$ cat src/rtl/w3f_pkg.sv
// package for the 3x3 window image filter: constants and shared types
package w3f_pkg;
  localparam int MaxWidthDef  = 1024;
  localparam int MaxHeightDef = 4096;

  localparam logic [1:0] ModeBox     = 2'd0;
  localparam logic [1:0] ModeGauss   = 2'd1;
  localparam logic [1:0] ModeSharpen = 2'd2;
  localparam logic [1:0] ModeSobel   = 2'd3;

  localparam logic [1:0] RegMode   = 2'd0;
  localparam logic [1:0] RegWidth  = 2'd1;
  localparam logic [1:0] RegHeight = 2'd2;
  localparam logic [1:0] RegThresh = 2'd3;

  localparam int CfgIdxW  = 3;
  localparam int CfgDataW = 13;

  // one pixel of the window, packed R | G<<8 | B<<16 | A<<24
  typedef logic [31:0] pixel_t;

  // what travels with a pixel into the arithmetic pipeline
  typedef struct packed {
    logic       valid;
    logic       inner;
    logic       frame_end;
    logic [1:0] mode;
  } ctl_t;
endpackage

$ cat src/rtl/w3f_arith.sv
// filter arithmetic: window in, filtered pixel out, four register stages
module w3f_arith
  import w3f_pkg::*;
(
  input  logic        clk_i,
  input  logic        rst_ni,
  input  logic        en_i,
  input  ctl_t        ctl_i,
  input  pixel_t      win_i [9],
  input  logic [10:0] thresh_i,
  output ctl_t        ctl_o,
  output pixel_t      pix_o
);
  // stage 1: weighted sums
  ctl_t               ctl1_q;
  logic signed [13:0] sum1_q [3];
  logic signed [11:0] hs_q, vs_q;
  pixel_t             ctr1_q;
  // stage 2: squares added, divides done
  ctl_t               ctl2_q;
  logic [7:0]         res2_q [3];
  logic [20:0]        mag2_q;
  pixel_t             ctr2_q;
  // stage 3: upper six steps of the square root
  ctl_t               ctl3_q;
  logic [7:0]         res3_q [3];
  logic [10:0]        root3_q;
  logic [21:0]        rem3_q;
  logic [9:0]         low3_q;
  pixel_t             ctr3_q;
  // stage 4: lower five steps of the root, then select
  ctl_t               ctl4_q;
  pixel_t             pix4_q;

  logic signed [13:0] sum_d [3];
  logic signed [11:0] hs_d, vs_d;

  function automatic logic signed [13:0] ch(pixel_t p, int k);
    return $signed({6'd0, p[8*k +: 8]});
  endfunction

  always_comb begin
    for (int k = 0; k < 3; k++) begin
      case (ctl_i.mode)
        ModeBox: sum_d[k] = ch(win_i[0],k)+ch(win_i[1],k)+ch(win_i[2],k)+ch(win_i[3],k)
                   +ch(win_i[4],k)+ch(win_i[5],k)+ch(win_i[6],k)+ch(win_i[7],k)
                   +ch(win_i[8],k);
        ModeGauss: sum_d[k] = ch(win_i[0],k)+(ch(win_i[1],k)<<<1)+ch(win_i[2],k)
                   +(ch(win_i[3],k)<<<1)+(ch(win_i[4],k)<<<2)+(ch(win_i[5],k)<<<1)
                   +ch(win_i[6],k)+(ch(win_i[7],k)<<<1)+ch(win_i[8],k);
        default: sum_d[k] = ch(win_i[4],k)*14'sd5 - ch(win_i[1],k) - ch(win_i[3],k)
                   - ch(win_i[5],k) - ch(win_i[7],k);
      endcase
    end
    hs_d = 12'(ch(win_i[0],0) - ch(win_i[2],0) + (ch(win_i[3],0)<<<1)
         - (ch(win_i[5],0)<<<1) + ch(win_i[6],0) - ch(win_i[8],0));
    vs_d = 12'(ch(win_i[0],0) + (ch(win_i[1],0)<<<1) + ch(win_i[2],0)
         - ch(win_i[6],0) - (ch(win_i[7],0)<<<1) - ch(win_i[8],0));
  end

  logic [7:0]  res_d [3];
  logic [20:0] mag_d;
  logic [23:0] div9;
  always_comb begin
    for (int k = 0; k < 3; k++) begin
      // sums are non-negative, below 2296 for box and below 4081 for gauss
      div9 = 24'(sum1_q[k][11:0]) * 24'd3641;
      case (ctl1_q.mode)
        ModeBox:   res_d[k] = 8'(div9 >> 15);
        ModeGauss: res_d[k] = sum1_q[k][11:4];
        default:   res_d[k] = sum1_q[k] < 0 ? 8'd0 : (sum1_q[k] > 255 ? 8'd255
                               : sum1_q[k][7:0]);
      endcase
    end
    mag_d = 21'(hs_q * hs_q) + 21'(vs_q * vs_q);
  end

  // floor square root of a 21-bit value, upper six bit steps
  logic [21:0] mag_x;
  logic [10:0] root_a;
  logic [21:0] rem_a, trial_a;
  always_comb begin
    mag_x   = {1'b0, mag2_q};
    root_a  = '0;
    rem_a   = '0;
    trial_a = '0;
    for (int i = 10; i >= 5; i--) begin
      rem_a   = {rem_a[19:0], mag_x[2*i+1 -: 2]};
      trial_a = {9'd0, root_a, 2'b01};
      if (rem_a >= trial_a) begin
        rem_a  = rem_a - trial_a;
        root_a = {root_a[9:0], 1'b1};
      end else begin
        root_a = {root_a[9:0], 1'b0};
      end
    end
  end

  // lower five bit steps
  logic [10:0] root;
  logic [21:0] rem, trial;
  always_comb begin
    root  = root3_q;
    rem   = rem3_q;
    trial = '0;
    for (int i = 4; i >= 0; i--) begin
      rem   = {rem[19:0], low3_q[2*i+1 -: 2]};
      trial = {9'd0, root, 2'b01};
      if (rem >= trial) begin
        rem  = rem - trial;
        root = {root[9:0], 1'b1};
      end else begin
        root = {root[9:0], 1'b0};
      end
    end
  end

  logic [7:0] edge_v;
  always_comb begin
    edge_v = (root < thresh_i) ? 8'd0 : (root > 11'd255 ? 8'd255 : root[7:0]);
  end

  always_ff @(posedge clk_i or negedge rst_ni) begin
    if (!rst_ni) begin
      ctl1_q <= '0;
      ctl2_q <= '0;
      ctl3_q <= '0;
      ctl4_q <= '0;
    end else if (en_i) begin
      ctl1_q <= ctl_i;
      ctl2_q <= ctl1_q;
      ctl3_q <= ctl2_q;
      ctl4_q <= ctl3_q;
    end
  end

  always_ff @(posedge clk_i) begin
    if (en_i) begin
      sum1_q  <= sum_d;
      hs_q    <= hs_d;
      vs_q    <= vs_d;
      ctr1_q  <= win_i[4];
      res2_q  <= res_d;
      mag2_q  <= mag_d;
      ctr2_q  <= ctr1_q;
      res3_q  <= res2_q;
      root3_q <= root_a;
      rem3_q  <= rem_a;
      low3_q  <= mag2_q[9:0];
      ctr3_q  <= ctr2_q;
      if (!ctl3_q.inner) pix4_q <= ctr3_q;
      else if (ctl3_q.mode == ModeSobel) pix4_q <= {ctr3_q[31:24], edge_v, edge_v, edge_v};
      else pix4_q <= {ctr3_q[31:24], res3_q[2], res3_q[1], res3_q[0]};
    end
  end

  assign ctl_o = ctl4_q;
  assign pix_o = pix4_q;
endmodule

$ cat config.mk
export PLATFORM = sky130hd
export DESIGN_NAME = w3f_arith
export DESIGN_NICKNAME = d
export VERILOG_FILES = /design/src/rtl/w3f_pkg.sv /design/src/rtl/w3f_arith.sv
export SDC_FILE = /design/constraint.sdc
export NUM_CORES = 2
export LEC_CHECK = 0
export BUFFER_PORTS_ARGS = -buffer_cell sky130_fd_sc_hd__buf_2
export CAP_MARGIN = 20
export CELL_PAD_IN_SITES_DETAIL_PLACEMENT = 1
export CELL_PAD_IN_SITES_GLOBAL_PLACEMENT = 1
export CORE_ASPECT_RATIO = 0.9
export CORE_MARGIN = 8
export CORE_UTILIZATION = 55
export DETAILED_ROUTE_END_ITERATION = 8
export GPL_ROUTABILITY_DRIVEN = 0
export PLACE_DENSITY_LB_ADDON = 0.1
export REMOVE_ABC_BUFFERS = 1
export SKIP_LAST_GASP = 1
export SYNTH_ARGS = -nofsm -noshare
export SYNTH_HDL_FRONTEND = slang
export SYNTH_SLANG_ARGS = --single-unit
$ cat constraint.sdc
create_clock -name clk_i -period 23 [get_ports clk_i]
set_clock_uncertainty 0.05 [all_clocks]
set_input_delay 4.6 -clock clk_i [delete_from_list [all_inputs] [get_ports clk_i]]
set_output_delay 4.6 -clock clk_i [all_outputs]
set_load 0.03 [all_outputs]
==> impl_metrics.toml <==
[finish]
layout_common_cells = "inv_1, fa_1, ha_1"
final_nets = 6495
mostFrequentLayoutCell = "inv_1"
drive_gt1_share_pct = 8.89
areaGrowthSynthToFinish_pct = 7.89

[clock_network]
cts_sinks = 319
clkLatencyLatePin_ps = 590
ctsHtreeMaxLevel = 2
post-cts-setup-buffers = 0
cts-resized-gates = 0
cts.path.max_buffers = 3
cts-root-buf = "clkbuf_16"
cts-hold-fix-buffers = 0
clk_pin_slew_worst_paths_ps = 60
cts_buffers = 38
cts_tree = "done"

[setup_path]
r2r_end = "pix_o[22]"
reg2reg_from = "root3_q[2]"
path_buf_inv = 4
crit_type = "reg2reg"
required_ps = 23260
critPathMaxFanout = 22
crit_family = "simple AND/OR/NAND/NOR gates"
rr_worst_depth = 55
r2r_slack_ps = 7920
crit_slowest_cell = "nor4b_4"
arrival_ps = 15330
critPathMaxStageDelay_ps = 830
worst_setup_path_end_kind = "register"
startpoint = "root3_q[2]"
start_kind = "register"
crit_path_frequent_cell = "a21o_1"

[drt]
detail_route.wl_per_cell_um = 22.0
routed_wl_um = 132000
drt_iter0_markers = 1675
ant_nets = 0
vias = 33900
drc = 0
via_per_inst = 5.65
drtPass1Iterations = 5

[timing]
slew_headroom_pct = 32.7
period_minus_slack_ps = 15080
finalCritPeriodShare_pct = 65.6
setup_viol = 0
slew_violations = 0
finalHoldViolCount = 0
fmax_ghz = 0.0663
worstMarginPinSlew_ps = 1010
rsz0062_at_grt = "false"
finalSetupTns_ps = 0

[global_routing]
grt_pass1_wl_um = 212000
grt_pass1_vias = 39000
grt_max_degree = 97
track_usage_pct = 27.3
antenna_found_initial = 6
grt-ovfl-total = 0

[hold_path]
min_path_cells = 0
hold_start = "ctr2_q[31]"
holdPathEnd = "ctr3_q[31]"
min_path_type = "reg2reg"

[die]
dieWidth_um = 328
die_y_um = 297
coreArea_um2 = 87400
core.rowCount = 103
io_pins = 344
dieArea_um2 = 97600
start_util_pct = 55.3

[yosys]
synth_cells = 4573
synth_cell_types = 107
synthFlopType = "edfxtp_1"
yosysWarnings = 0
avgSynthCellArea_um2 = 10.6
synth_edf_count = 299
synth.top_cell.area_share_pct = 31.2
synth_seq_cells = 319
ys_seq_area_share_pct = 19.6
synthArstFlopShare_pct = 6.27
synthTopCellsByArea = "fa_1, edfxtp_1, ha_1"
syn_area_um2 = 48300
synth_top_cell_by_area = "fa_1"

[placed_design]
portBuffers = 279
dp_hpwl_um = 113000

[flow_run]
maxCapViolations = 0

[status]
outcome = "finished clean"
-- flip-flops by register name, summed over array words and instances, names as in the netlist --
signal and cells:
ctr2_q 32, root3_q 6, ctr3_q 32, ctl1_q 5
pix_o 32, vs_q 12, ctl3_q 5, hs_q 12
low3_q 10, sum1_q 42, res3_q 24, mag2_q 21
ctl2_q 5, rem3_q 20, ctr1_q 32, res2_q 24
ctl_o 5
-- worst reg2reg max path: cells and delay by family (launching register included) --
family                     cells  cell delay [ps]
AOI/OAI and AO/OA             22             4260
buffers and inverters          4             1030
DFF                            1              480
and+or+nand+nor               24             7160
adders and majority gates      5             1850
-- worst max-delay path by stage --
stage                     end  slack, ps  cells past startpoint
detailed placement  pix_o[22]       8150                     55
global placement    pix_o[19]       8510                     54
global route        pix_o[14]       6830                     55
finish              pix_o[22]       7920                     55
CTS                 pix_o[22]       8050                     54
floorplan           pix_o[11]      10900                     51
-- cell type report --
cell class,instances,area (um^2)
clock buffer,41,962
fill,9631,35300
inverter,902,3390
antenna,1,2.50
sequential,319,9480
tap,1155,1450
multi-input combinational,3264,35000
timing repair buffer,293,1510
clock inverter,29,273
-- cells by family after synthesis --
kind of cell,count (synthesis),share of synthesized area [%]
adder cells (fa/ha/maj),1370,47.2
flip-flops,319,19.6
XOR/XNOR,271,4.91
AO/OA/AOI/OAI,816,11.0
multiplexers,58,1.29
buffers and inverters,990,7.81
AND/OR/NAND/NOR,749,8.12
-- synth_stat cells (all sizes together), types with 7 or more instances --
| cell type | number |
|---|---|
| a311oi | 7 |
| nand2 | 167 |
| ha | 617 |
| xnor2 | 206 |
| nor4 | 9 |
| dfrtp | 20 |
| or4 | 9 |
| or2 | 9 |
| inv | 902 |
| a31oi | 30 |
| mux2 | 30 |
| clkbuf | 70 |
| nand2b | 34 |
| a211oi | 37 |
| mux2i | 28 |
| o21bai | 91 |
| nor3 | 65 |
| and2 | 106 |
| fa | 753 |
| a211o | 9 |
| a2111oi | 7 |
| a21o | 94 |
| o22ai | 11 |
| nor2b | 52 |
| and3 | 21 |
| o21ai | 134 |
| o21a | 48 |
| o31ai | 22 |
| xor2 | 65 |
| nor2 | 180 |
| nand4 | 20 |
| or3 | 12 |
| nand3 | 31 |
| a21oi | 253 |
| edfxtp | 299 |
| buf | 18 |
| o211ai | 18 |
-- metrics by stage --
| step | instance area [um^2] | hold slack, ps | setup slack, ps | util [%] | instances |
|---|---|---|---|---|---|
| 2_1_floorplan | 47900 | 350 | 10900 | - | 4485 |
| 3_3_place_gp | 50900 | 351 | 8510 | 58.2 | 5933 |
| 3_5_place_dp | 50900 | 355 | 8150 | 58.2 | 5933 |
| 4_1_cts | 52100 | 367 | 8050 | 59.6 | 6003 |
| 5_1_grt | 52100 | 366 | 6830 | 59.6 | 6003 |
| 6_report | 52100 | 361 | 7920 | 59.6 | 6004 |
-- routing by layer --
metal | global-route usage [%] | up-vias | part of all wire (%)
met3 | 4.46 | 190 | 5.1
li1 | - | 15600 | -
met2 | 45.8 | 704 | 48
met1 | 36.6 | 17400 | 44
met4 | 7.19 | 8 | 2.6
met5 | 0 | - | 0.040
Power is not shown: default switching activity piles up to over one toggle a cycle in this logic, so the estimate is an artifact.
